`src/rtl/core/hrpi_pkg.sv`:
```
package hrpi_pkg;

   localparam int COUNT_WIDTH  = 16;
   localparam int PERIOD_WIDTH = 16;
   localparam int POS_WIDTH    = 10;
   localparam int SECTOR_SHIFT = 6;
   localparam int QUO_WIDTH    = 7;
   localparam int STEP_WIDTH   = $clog2(QUO_WIDTH);
   localparam int NUM_WIDTH    = COUNT_WIDTH + SECTOR_SHIFT;
   localparam int DVS_WIDTH    = PERIOD_WIDTH + QUO_WIDTH - 1;
   localparam int DIV_WIDTH    = (NUM_WIDTH > DVS_WIDTH) ? NUM_WIDTH : DVS_WIDTH;
   localparam int CMP_WIDTH    = COUNT_WIDTH + PERIOD_WIDTH + 2;
   localparam int QUEUE_DEPTH  = 2;
   localparam int QPTR_WIDTH   = $clog2(QUEUE_DEPTH);
   localparam int QCNT_WIDTH   = $clog2(QUEUE_DEPTH + 1);

   localparam logic [PERIOD_WIDTH-1:0] TIMEOUT_RESET = PERIOD_WIDTH'(5000);
   localparam logic [QCNT_WIDTH-1:0]   QUEUE_FULL    = QCNT_WIDTH'(QUEUE_DEPTH);

   typedef enum logic [1:0] {
      BK_IDLE,
      BK_DIVIDE,
      BK_DONE
   } back_state_type;

   typedef struct packed {
      logic signed [POS_WIDTH-1:0] coarse;
      logic [COUNT_WIDTH-1:0]      ticks;
      logic [PERIOD_WIDTH-1:0]     period;
      logic                        divide;
   } job_type;

   typedef struct packed {
      logic empty;
      logic full;
   } queue_status_type;

   function automatic logic signed [POS_WIDTH-1:0] sector_start(input logic [2:0] pattern);
      logic signed [POS_WIDTH-1:0] pos;
      case (pattern)
         3'b000:  pos = '1;
         3'b001:  pos = POS_WIDTH'(0);
         3'b010:  pos = POS_WIDTH'(128);
         3'b011:  pos = POS_WIDTH'(64);
         3'b100:  pos = POS_WIDTH'(256);
         3'b101:  pos = POS_WIDTH'(320);
         3'b110:  pos = POS_WIDTH'(192);
         3'b111:  pos = POS_WIDTH'(0);
         default: pos = POS_WIDTH'(0);
      endcase
      return pos;
   endfunction

endpackage

```
`src/rtl/core/hrpi_channels.sv`:
```
interface hrpi_req_if;
   logic valid;
   logic ready;
   logic hall_a;
   logic hall_b;
   logic hall_c;

   modport source (output valid, output hall_a, output hall_b, output hall_c, input ready);
   modport sink (input valid, input hall_a, input hall_b, input hall_c, output ready);
endinterface

interface hrpi_rsp_if;
   logic                                  valid;
   logic                                  ready;
   logic signed [hrpi_pkg::POS_WIDTH-1:0] coarse_position;
   logic signed [hrpi_pkg::POS_WIDTH-1:0] fine_position;
   logic                                  interpolated;
   logic [hrpi_pkg::PERIOD_WIDTH-1:0]     edge_period;

   modport source (output valid, output coarse_position, output fine_position,
                   output interpolated, output edge_period, input ready);
   modport sink (input valid, input coarse_position, input fine_position,
                 input interpolated, input edge_period, output ready);
endinterface

interface hrpi_csr_if;
   logic                              valid;
   logic                              ready;
   logic [hrpi_pkg::PERIOD_WIDTH-1:0] data;

   modport source (output valid, output data, input ready);
   modport sink (input valid, input data, output ready);
endinterface

```
`src/rtl/core/hrpi_front.sv`:
```
module hrpi_front (
   input  logic                                clock,
   input  logic                                reset,
   hrpi_req_if.sink                            req_chan,
   input  logic [hrpi_pkg::PERIOD_WIDTH-1:0]   timeout,
   input  hrpi_pkg::queue_status_type          q_status,
   output logic                                push,
   output hrpi_pkg::job_type                   job
);

   logic [2:0]                             pattern;
   logic [2:0]                             prev_ff, prev_in;
   logic [hrpi_pkg::COUNT_WIDTH-1:0]       ticks_ff, ticks_in;
   logic [hrpi_pkg::PERIOD_WIDTH-1:0]      period_ff, period_in;
   logic                                   running_ff, running_in;
   logic [hrpi_pkg::COUNT_WIDTH-1:0]       elapsed;
   logic [hrpi_pkg::CMP_WIDTH-1:0]         twice_ticks;
   logic [hrpi_pkg::CMP_WIDTH-1:0]         thrice_period;
   logic                                   usable;

   assign pattern        = {req_chan.hall_c, req_chan.hall_b, req_chan.hall_a};
   assign req_chan.ready = !q_status.full;
   assign push           = req_chan.valid && req_chan.ready;

   always_comb begin
      elapsed    = (ticks_ff == '1) ? ticks_ff : ticks_ff + 1'b1;
      prev_in    = prev_ff;
      ticks_in   = ticks_ff;
      period_in  = period_ff;
      running_in = running_ff;
      if (pattern != prev_ff) begin
         if (running_ff) begin
            period_in = hrpi_pkg::PERIOD_WIDTH'(elapsed);
         end
         ticks_in   = '0;
         running_in = 1'b1;
         prev_in    = pattern;
      end else begin
         ticks_in = elapsed;
         if (hrpi_pkg::CMP_WIDTH'(elapsed) > hrpi_pkg::CMP_WIDTH'(timeout)) begin
            period_in  = '0;
            running_in = 1'b0;
         end
      end
   end

   always_comb begin
      twice_ticks   = hrpi_pkg::CMP_WIDTH'(ticks_in) << 1;
      thrice_period = (hrpi_pkg::CMP_WIDTH'(period_in) << 1) + hrpi_pkg::CMP_WIDTH'(period_in);
      usable        = (period_in != '0) && (period_in < timeout);
      job.coarse    = hrpi_pkg::sector_start(pattern);
      job.ticks     = ticks_in;
      job.period    = period_in;
      job.divide    = usable && (twice_ticks < thrice_period);
   end

   always_ff @(posedge clock) begin
      if (reset) begin
         prev_ff    <= '0;
         ticks_ff   <= '0;
         period_ff  <= '0;
         running_ff <= 1'b0;
      end else if (push) begin
         prev_ff    <= prev_in;
         ticks_ff   <= ticks_in;
         period_ff  <= period_in;
         running_ff <= running_in;
      end
   end

endmodule

```
`src/rtl/core/hrpi_queue.sv`:
```
module hrpi_queue (
   input  logic                       clock,
   input  logic                       reset,
   input  logic                       push,
   input  hrpi_pkg::job_type          push_data,
   input  logic                       pop,
   output hrpi_pkg::job_type          pop_data,
   output hrpi_pkg::queue_status_type status
);

   hrpi_pkg::job_type                 mem [hrpi_pkg::QUEUE_DEPTH];
   logic [hrpi_pkg::QPTR_WIDTH-1:0]   wr_ptr_ff, wr_ptr_in;
   logic [hrpi_pkg::QPTR_WIDTH-1:0]   rd_ptr_ff, rd_ptr_in;
   logic [hrpi_pkg::QCNT_WIDTH-1:0]   count_ff, count_in;

   assign status.empty = (count_ff == '0);
   assign status.full  = (count_ff == hrpi_pkg::QUEUE_FULL);
   assign pop_data     = mem[rd_ptr_ff];

   always_comb begin
      wr_ptr_in = wr_ptr_ff;
      rd_ptr_in = rd_ptr_ff;
      count_in  = count_ff;
      if (push) begin
         wr_ptr_in = (wr_ptr_ff == hrpi_pkg::QPTR_WIDTH'(hrpi_pkg::QUEUE_DEPTH - 1)) ?
                     '0 : wr_ptr_ff + 1'b1;
      end
      if (pop) begin
         rd_ptr_in = (rd_ptr_ff == hrpi_pkg::QPTR_WIDTH'(hrpi_pkg::QUEUE_DEPTH - 1)) ?
                     '0 : rd_ptr_ff + 1'b1;
      end
      if (push && !pop) begin
         count_in = count_ff + 1'b1;
      end else if (pop && !push) begin
         count_in = count_ff - 1'b1;
      end
   end

   always_ff @(posedge clock) begin
      if (push) begin
         mem[wr_ptr_ff] <= push_data;
      end
   end

   always_ff @(posedge clock) begin
      if (reset) begin
         wr_ptr_ff <= '0;
         rd_ptr_ff <= '0;
         count_ff  <= '0;
      end else begin
         wr_ptr_ff <= wr_ptr_in;
         rd_ptr_ff <= rd_ptr_in;
         count_ff  <= count_in;
      end
   end

endmodule

```
`src/rtl/core/hrpi_back.sv`:
```
module hrpi_back (
   input  logic                       clock,
   input  logic                       reset,
   input  hrpi_pkg::queue_status_type q_status,
   input  hrpi_pkg::job_type          pop_data,
   output logic                       pop,
   hrpi_rsp_if.source                 rsp_chan
);

   hrpi_pkg::back_state_type               state_ff, state_in;
   hrpi_pkg::job_type                      job_ff;
   logic [hrpi_pkg::DIV_WIDTH-1:0]         rem_ff;
   logic [hrpi_pkg::DIV_WIDTH-1:0]         dvs_ff;
   logic [hrpi_pkg::QUO_WIDTH-1:0]         quo_ff;
   logic [hrpi_pkg::STEP_WIDTH-1:0]        step_ff;
   logic                                   last_step;
   logic                                   fits;

   assign last_step = (step_ff == hrpi_pkg::STEP_WIDTH'(hrpi_pkg::QUO_WIDTH - 1));
   assign fits      = (rem_ff >= dvs_ff);

   always_comb begin
      state_in = state_ff;
      case (state_ff)
         hrpi_pkg::BK_IDLE: begin
            if (!q_status.empty) begin
               state_in = pop_data.divide ? hrpi_pkg::BK_DIVIDE : hrpi_pkg::BK_DONE;
            end
         end
         hrpi_pkg::BK_DIVIDE: begin
            if (last_step) begin
               state_in = hrpi_pkg::BK_DONE;
            end
         end
         hrpi_pkg::BK_DONE: begin
            if (rsp_chan.ready) begin
               state_in = hrpi_pkg::BK_IDLE;
            end
         end
         default: state_in = hrpi_pkg::BK_IDLE;
      endcase
   end

   always_comb begin
      pop                      = (state_ff == hrpi_pkg::BK_IDLE) && !q_status.empty;
      rsp_chan.valid           = (state_ff == hrpi_pkg::BK_DONE);
      rsp_chan.coarse_position = job_ff.coarse;
      rsp_chan.fine_position   = job_ff.divide ?
                                 job_ff.coarse + signed'(hrpi_pkg::POS_WIDTH'(quo_ff)) :
                                 job_ff.coarse;
      rsp_chan.interpolated    = job_ff.divide;
      rsp_chan.edge_period     = job_ff.period;
   end

   always_ff @(posedge clock) begin
      if (pop) begin
         job_ff  <= pop_data;
         rem_ff  <= hrpi_pkg::DIV_WIDTH'(pop_data.ticks) << hrpi_pkg::SECTOR_SHIFT;
         dvs_ff  <= hrpi_pkg::DIV_WIDTH'(pop_data.period) << (hrpi_pkg::QUO_WIDTH - 1);
         quo_ff  <= '0;
         step_ff <= '0;
      end else if (state_ff == hrpi_pkg::BK_DIVIDE) begin
         if (fits) begin
            rem_ff <= rem_ff - dvs_ff;
         end
         quo_ff  <= {quo_ff[hrpi_pkg::QUO_WIDTH-2:0], fits};
         dvs_ff  <= dvs_ff >> 1;
         step_ff <= step_ff + 1'b1;
      end
   end

   always_ff @(posedge clock) begin
      if (reset) begin
         state_ff <= hrpi_pkg::BK_IDLE;
      end else begin
         state_ff <= state_in;
      end
   end

endmodule

```
`src/rtl/core/hall_rotor_position_interpolator.sv`:
```
// channel   | direction | fields
// ----------+-----------+------------------------------------------------------
// req_chan  | in        | hall_a, hall_b, hall_c (one tick per transfer)
// rsp_chan  | out       | coarse_position, fine_position, interpolated, edge_period
// csr_chan  | in        | data = stall_timeout_ticks
//
// The front end takes a tick every cycle while the two-entry job queue has room.
// Without interpolation the back end answers directly; with it, it divides first:
// the shared divider runs one quotient bit per cycle for 7 bits.
// Synchronous reset clears the sensor state, queue and back end; timeout is 5000.
// A stalled result holds the back end; the front keeps filling the queue.
module hall_rotor_position_interpolator (
   input  logic      clock,
   input  logic      reset,
   hrpi_req_if.sink  req_chan,
   hrpi_rsp_if.source rsp_chan,
   hrpi_csr_if.sink  csr_chan
);

   logic [hrpi_pkg::PERIOD_WIDTH-1:0] timeout_ff;
   hrpi_pkg::queue_status_type        q_status;
   hrpi_pkg::job_type                 push_data;
   hrpi_pkg::job_type                 pop_data;
   logic                              push;
   logic                              pop;

   assign csr_chan.ready = 1'b1;

   always_ff @(posedge clock) begin
      if (reset) begin
         timeout_ff <= hrpi_pkg::TIMEOUT_RESET;
      end else if (csr_chan.valid) begin
         timeout_ff <= csr_chan.data;
      end
   end

   hrpi_front u_front (
      .clock    (clock),
      .reset    (reset),
      .req_chan (req_chan),
      .timeout  (timeout_ff),
      .q_status (q_status),
      .push     (push),
      .job      (push_data)
   );

   hrpi_queue u_queue (
      .clock     (clock),
      .reset     (reset),
      .push      (push),
      .push_data (push_data),
      .pop       (pop),
      .pop_data  (pop_data),
      .status    (q_status)
   );

   hrpi_back u_back (
      .clock    (clock),
      .reset    (reset),
      .q_status (q_status),
      .pop_data (pop_data),
      .pop      (pop),
      .rsp_chan (rsp_chan)
   );

   a_fallback_is_coarse: assert property (@(posedge clock) disable iff (reset)
      rsp_chan.valid && !rsp_chan.interpolated |->
         rsp_chan.fine_position == rsp_chan.coarse_position)
      else $error("fine position differs from coarse without interpolation");

   a_interp_needs_period: assert property (@(posedge clock) disable iff (reset)
      rsp_chan.valid && rsp_chan.interpolated |-> rsp_chan.edge_period != '0)
      else $error("interpolated result with zero period");

   a_no_push_when_full: assert property (@(posedge clock) disable iff (reset)
      q_status.full |-> !push)
      else $error("transfer accepted into a full queue");

   a_no_pop_when_empty: assert property (@(posedge clock) disable iff (reset)
      q_status.empty |-> !pop)
      else $error("pop from an empty queue");

   a_quiet_after_reset: assert property (@(posedge clock)
      $past(reset) |-> !rsp_chan.valid)
      else $error("result presented right after reset");

endmodule
```
`src/flat_wrapper.sv`:
```
// flat-port wrapper written by rule: the top's interface ports become plain ports
module hall_rotor_position_interpolator_flat 
  (clock, reset, req_chan_valid, req_chan_hall_a, req_chan_hall_b, req_chan_hall_c, req_chan_ready, rsp_chan_valid, rsp_chan_coarse_position, rsp_chan_fine_position, rsp_chan_interpolated, rsp_chan_edge_period, rsp_chan_ready, csr_chan_valid, csr_chan_data, csr_chan_ready);
  hrpi_req_if req_chan_i ();
  hrpi_rsp_if rsp_chan_i ();
  hrpi_csr_if csr_chan_i ();
  input  logic clock;
  input  logic reset;
  input wire logic [$bits(req_chan_i.valid)-1:0] req_chan_valid;
  input wire logic [$bits(req_chan_i.hall_a)-1:0] req_chan_hall_a;
  input wire logic [$bits(req_chan_i.hall_b)-1:0] req_chan_hall_b;
  input wire logic [$bits(req_chan_i.hall_c)-1:0] req_chan_hall_c;
  output wire logic [$bits(req_chan_i.ready)-1:0] req_chan_ready;
  output wire logic [$bits(rsp_chan_i.valid)-1:0] rsp_chan_valid;
  output wire logic [$bits(rsp_chan_i.coarse_position)-1:0] rsp_chan_coarse_position;
  output wire logic [$bits(rsp_chan_i.fine_position)-1:0] rsp_chan_fine_position;
  output wire logic [$bits(rsp_chan_i.interpolated)-1:0] rsp_chan_interpolated;
  output wire logic [$bits(rsp_chan_i.edge_period)-1:0] rsp_chan_edge_period;
  input wire logic [$bits(rsp_chan_i.ready)-1:0] rsp_chan_ready;
  input wire logic [$bits(csr_chan_i.valid)-1:0] csr_chan_valid;
  input wire logic [$bits(csr_chan_i.data)-1:0] csr_chan_data;
  output wire logic [$bits(csr_chan_i.ready)-1:0] csr_chan_ready;
  assign req_chan_i.valid = req_chan_valid;
  assign req_chan_i.hall_a = req_chan_hall_a;
  assign req_chan_i.hall_b = req_chan_hall_b;
  assign req_chan_i.hall_c = req_chan_hall_c;
  assign req_chan_ready = req_chan_i.ready;
  assign rsp_chan_valid = rsp_chan_i.valid;
  assign rsp_chan_coarse_position = rsp_chan_i.coarse_position;
  assign rsp_chan_fine_position = rsp_chan_i.fine_position;
  assign rsp_chan_interpolated = rsp_chan_i.interpolated;
  assign rsp_chan_edge_period = rsp_chan_i.edge_period;
  assign rsp_chan_i.ready = rsp_chan_ready;
  assign csr_chan_i.valid = csr_chan_valid;
  assign csr_chan_i.data = csr_chan_data;
  assign csr_chan_ready = csr_chan_i.ready;
  hall_rotor_position_interpolator u_core (.clock(clock), .reset(reset), .req_chan(req_chan_i), .rsp_chan(rsp_chan_i), .csr_chan(csr_chan_i));
endmodule
```
`config.mk`:
```
export PLATFORM = sky130hd
export DESIGN_NAME = hall_rotor_position_interpolator_flat
export DESIGN_NICKNAME = d
export VERILOG_FILES = /design/src/rtl/core/hrpi_pkg.sv /design/src/rtl/core/hrpi_channels.sv /design/src/rtl/core/hrpi_front.sv /design/src/rtl/core/hrpi_queue.sv /design/src/rtl/core/hrpi_back.sv /design/src/rtl/core/hall_rotor_position_interpolator.sv /design/src/flat_wrapper.sv
export SDC_FILE = /design/constraint.sdc
export NUM_CORES = 1
export LEC_CHECK = 0
export BUFFER_PORTS_ARGS = -buffer_cell sky130_fd_sc_hd__buf_2
export CAP_MARGIN = 20
export CORE_MARGIN = 4
export CORE_UTILIZATION = 40
export CTS_BUF_LIST = sky130_fd_sc_hd__clkbuf_16
export DETAILED_ROUTE_END_ITERATION = 8
export GPL_ROUTABILITY_DRIVEN = 0
export PLACE_DENSITY_LB_ADDON = 0.1
export SLEW_MARGIN = 20
export SYNTH_ARGS = -nofsm -noshare
export SYNTH_HDL_FRONTEND = slang
export SYNTH_HIERARCHICAL = 1
export SYNTH_SLANG_ARGS = --single-unit
```
`constraint.sdc`:
```
create_clock -name clock -period 6.7 [get_ports clock]
set_input_delay 1.005 -clock clock [delete_from_list [all_inputs] [get_ports clock]]
set_output_delay 1.005 -clock clock [all_outputs]
set_load 0.05 [all_outputs]
```
==> metrics <==
initial antenna violation count 0; clock transition at the registers of the reported paths approximately 0.060 ns; first-pass GRT wire length about 50 mm; largest net degree at the start of global routing 60; critical path startpoint category register; GRT overflow 0; Ys Warns 6; worst-margin pin slew 1.103 ns; ys flop type edfxtp_1; Slowest cell on crit path or3_1; via count approximately 9300; setup_tns 0 ns; WP data required 6.96 ns; fmax 0.1546 GHz; Final Hold Fails 0; die extent in y ~190 um; Fillers ~3000; CTS root buffer clkbuf_16; DRC 0; PD cells 418.9 mW/mm2; Antenna Cells 0; DR pass1 iterations 5; IO Pins 64; Crit. End Element register; buffers added on ports 62; CP Buf/Inv Count 5; DIE AREA 0.03470 mm2; Antenna Nets Post-Route 0; share of layout cells above drive strength 1 approximately a fifth; CTS Buffer Depth 3; total CTS buffers 25; fraction of the mapped netlist area in simple logic gates between 10% and 20%; core area 0.03147 mm2; vias in the first global route 8870; clock net sink count about 230; Synth Register Bits about 230; largest fanout on the critical path 6; Syn Inst Count around 1200; # nets final roughly 1500; Worst Hold Slack 0.4645 ns; Tmin final between 6 and 7 ns; Tcrit/Tclk final between 90% and 100%; relative slew slack a little over a quarter; HP Class reg2reg; mux contribution to synthesized area under 10%; Syn Nets 1361; kind of critical path reg2reg; status finished, final reports clean; Max stage delay on crit path 0.38 ns; DP HPWL 22.96 mm; final setup fails 0; async set-reset flop share out of synthesis 0%; synth-to-layout area growth 15.22%; sequential element share of the synthesized area a little under half; CTS H-tree lvls 1; leakage around 6.1 nW; aggregate routed wire length approximately 32 mm; overall die width approximately 190 um; DR WL/cell roughly 18 um; number of flops mapped to enable cells by yosys 145; VDD IR-drop max roughly 0.00028 V; Initial Util ~40%; CTS tree done; Post-Synth Adder-Cell Area about a tenth; delay-heaviest family, CP compound AO/OA/AOI/OAI gates; max-cap viol count 0; Clock Latency Late Sink 0.52 ns; GRT Resource Usage Total a little under a fifth; vias per cell 5.352; fin. max-slew vios 0; CP arrival around 6.7 ns; largest family of logic cells by synthesized area compound AO/OA/AOI/OAI gates; XOR/XNOR Fraction of Synth Area 3.779%; Synth cell types 74; Synth Cell Area between 0.01 and 0.015 mm2; Post-Route Skew between 0.01 and 0.015 ns; Syn Area/Cell a little over 10 um2; Synth Area in Compound Gates roughly 15%; row count 65; initial DRC count approximately 700
-- cells in the final DEF (no fill, tap or decap), types with 21 or more instances in the layout --
| master | instances |
|---|---|
| edfxtp_1 | 145 |
| nand2_1 | 140 |
| ha_1 | 97 |
| inv_1 | 90 |
| a21oi_1 | 82 |
| dfxtp_1 | 78 |
| nor2_1 | 77 |
| buf_2 | 63 |
| buf_4 | 59 |
| o21ai_0 | 52 |
| mux2_2 | 47 |
| xnor2_1 | 34 |
| nand3_1 | 27 |
| a21o_1 | 27 |
| clkbuf_16 | 25 |
| mux2i_1 | 22 |
| a22oi_1 | 21 |
-- metal layers --
metal / track usage [%] / part of all wire, % / vias up
li1: - / - / 4639
met1: 25.91 / 48 / 4482
met2: 29.33 / 46 / 172
met3: 2.334 / 3.5 / 41
met4: 4.284 / 2.2 / 0
met5: 0 / 0 / -
-- final cells by class --
class | instances | area, um2 | area share [%]
clock buffer | 25 | 625.6 | 4.271
inverter | 88 | 330.3 | 2.255
clock inverter | 19 | 132.6 | 0.9054
sequential | 226 | 5979 | 40.82
timing repair buffer | 123 | 769.5 | 5.253
multi-input combinational | 861 | 6309 | 43.06
tap | 402 | 503.0 | 3.434
-- state kept, by name, summed over array words and instances, names as in the netlist, named ones only --
signal and cells:
u_core/timeout_ff 16, u_core/u_back/dvs_ff 22, u_core/u_back/quo_ff 7, u_core/u_back/rem_ff 22, u_core/u_back/rsp_chan.coarse_position 10, u_core/u_back/rsp_chan.edge_period 16
u_core/u_back/rsp_chan.interpolated 1, u_core/u_back/state_ff 2, u_core/u_back/step_ff 3, u_core/u_front/period_ff 16, u_core/u_front/prev_ff 3, u_core/u_front/running_ff 1
u_core/u_front/ticks_ff 16, u_core/u_queue/count_ff 2, u_core/u_queue/mem 86, u_core/u_queue/rd_ptr_ff 1, u_core/u_queue/wr_ptr_ff 1
-- timing repair --
| action | CTS | global route |
|---|---|---|
| setup buffers | 0 | 17 |
| setup endpoints to repair | 0 | 2 |
| hold buffers | 0 | 0 |
| hold endpoints to repair | 0 | 0 |
| resized for setup | 0 | 50 |
-- cells by family (layout without fill, tap and decap cells) --
| kind of cell | Yosys count | in the layout |
|---|---|---|
| and+or+nand+nor | 345 | 345 |
| AOI/OAI and AO/OA | 285 | 285 |
| DFF | 226 | 226 |
| buffers and inverters | 144 | 255 |
| adders and majority gates | 106 | 106 |
| muxes | 70 | 70 |
| xor gates and xnor gates | 54 | 54 |
| other | 1 | 1 |
-- worst paths after layout --
path	from	to	slack (ns)	depth (start not counted)
hold reg to reg	u_core/u_back/quo_ff[6]	u_core/u_back/quo_ff[6]	0.46	2
hold / removal	u_core/u_back/quo_ff[6]	u_core/u_back/quo_ff[6]	0.46	2
setup reg to reg	u_core/u_front/ticks_ff[0]	u_core/u_queue/mem[1][0]	0.23	28
setup / recovery	u_core/u_front/ticks_ff[0]	u_core/u_queue/mem[1][0]	0.23	28
-- synthesized netlist by cell type, types with 28 or more instances --
library cell | n | share of area [%]
a21oi_1 | 85 | 3.3
a22oi_1 | 28 | 1.7
clkbuf_1 | 36 | 1.1
dfxtp_1 | 81 | 13
edfxtp_1 | 145 | 34
ha_1 | 103 | 10
inv_1 | 88 | 2.6
mux2_2 | 47 | 4.2
nand2_1 | 140 | 4.1
nor2_1 | 78 | 2.3
o21ai_0 | 58 | 2.3
xnor2_1 | 35 | 2.4
-- where the power goes --
group	total, W	internal [W]	switching, W
registers	0.00206	0.00192	0.000141
logic	0.00279	0.000913	0.00188
clock network	0.00128	0.000747	0.000536
-- worst min-delay path: stages, from the launching register on --
cell	delay, ns
dfxtp_1	0.31
nand2_1	0.05
a21oi_1	0.06
-- through the flow --
stage	util, %	total power [W]	std cells	setup slack (ns)	cell area [um2]
6_report	46.54	0.006136	1744	0.2321	14650
3_5_place_dp	43.16	0.004881	1683	0.04621	13580
2_1_floorplan	-	0.004176	1231	0.01554	12720
4_1_cts	45.57	0.006198	1727	0.01718	14340
3_3_place_gp	43.16	0.004871	1683	0.1972	13580
5_1_grt	46.54	0.006547	1744	-0.05689	14650
No activity file was read; power rests on OpenSTA's default activity.
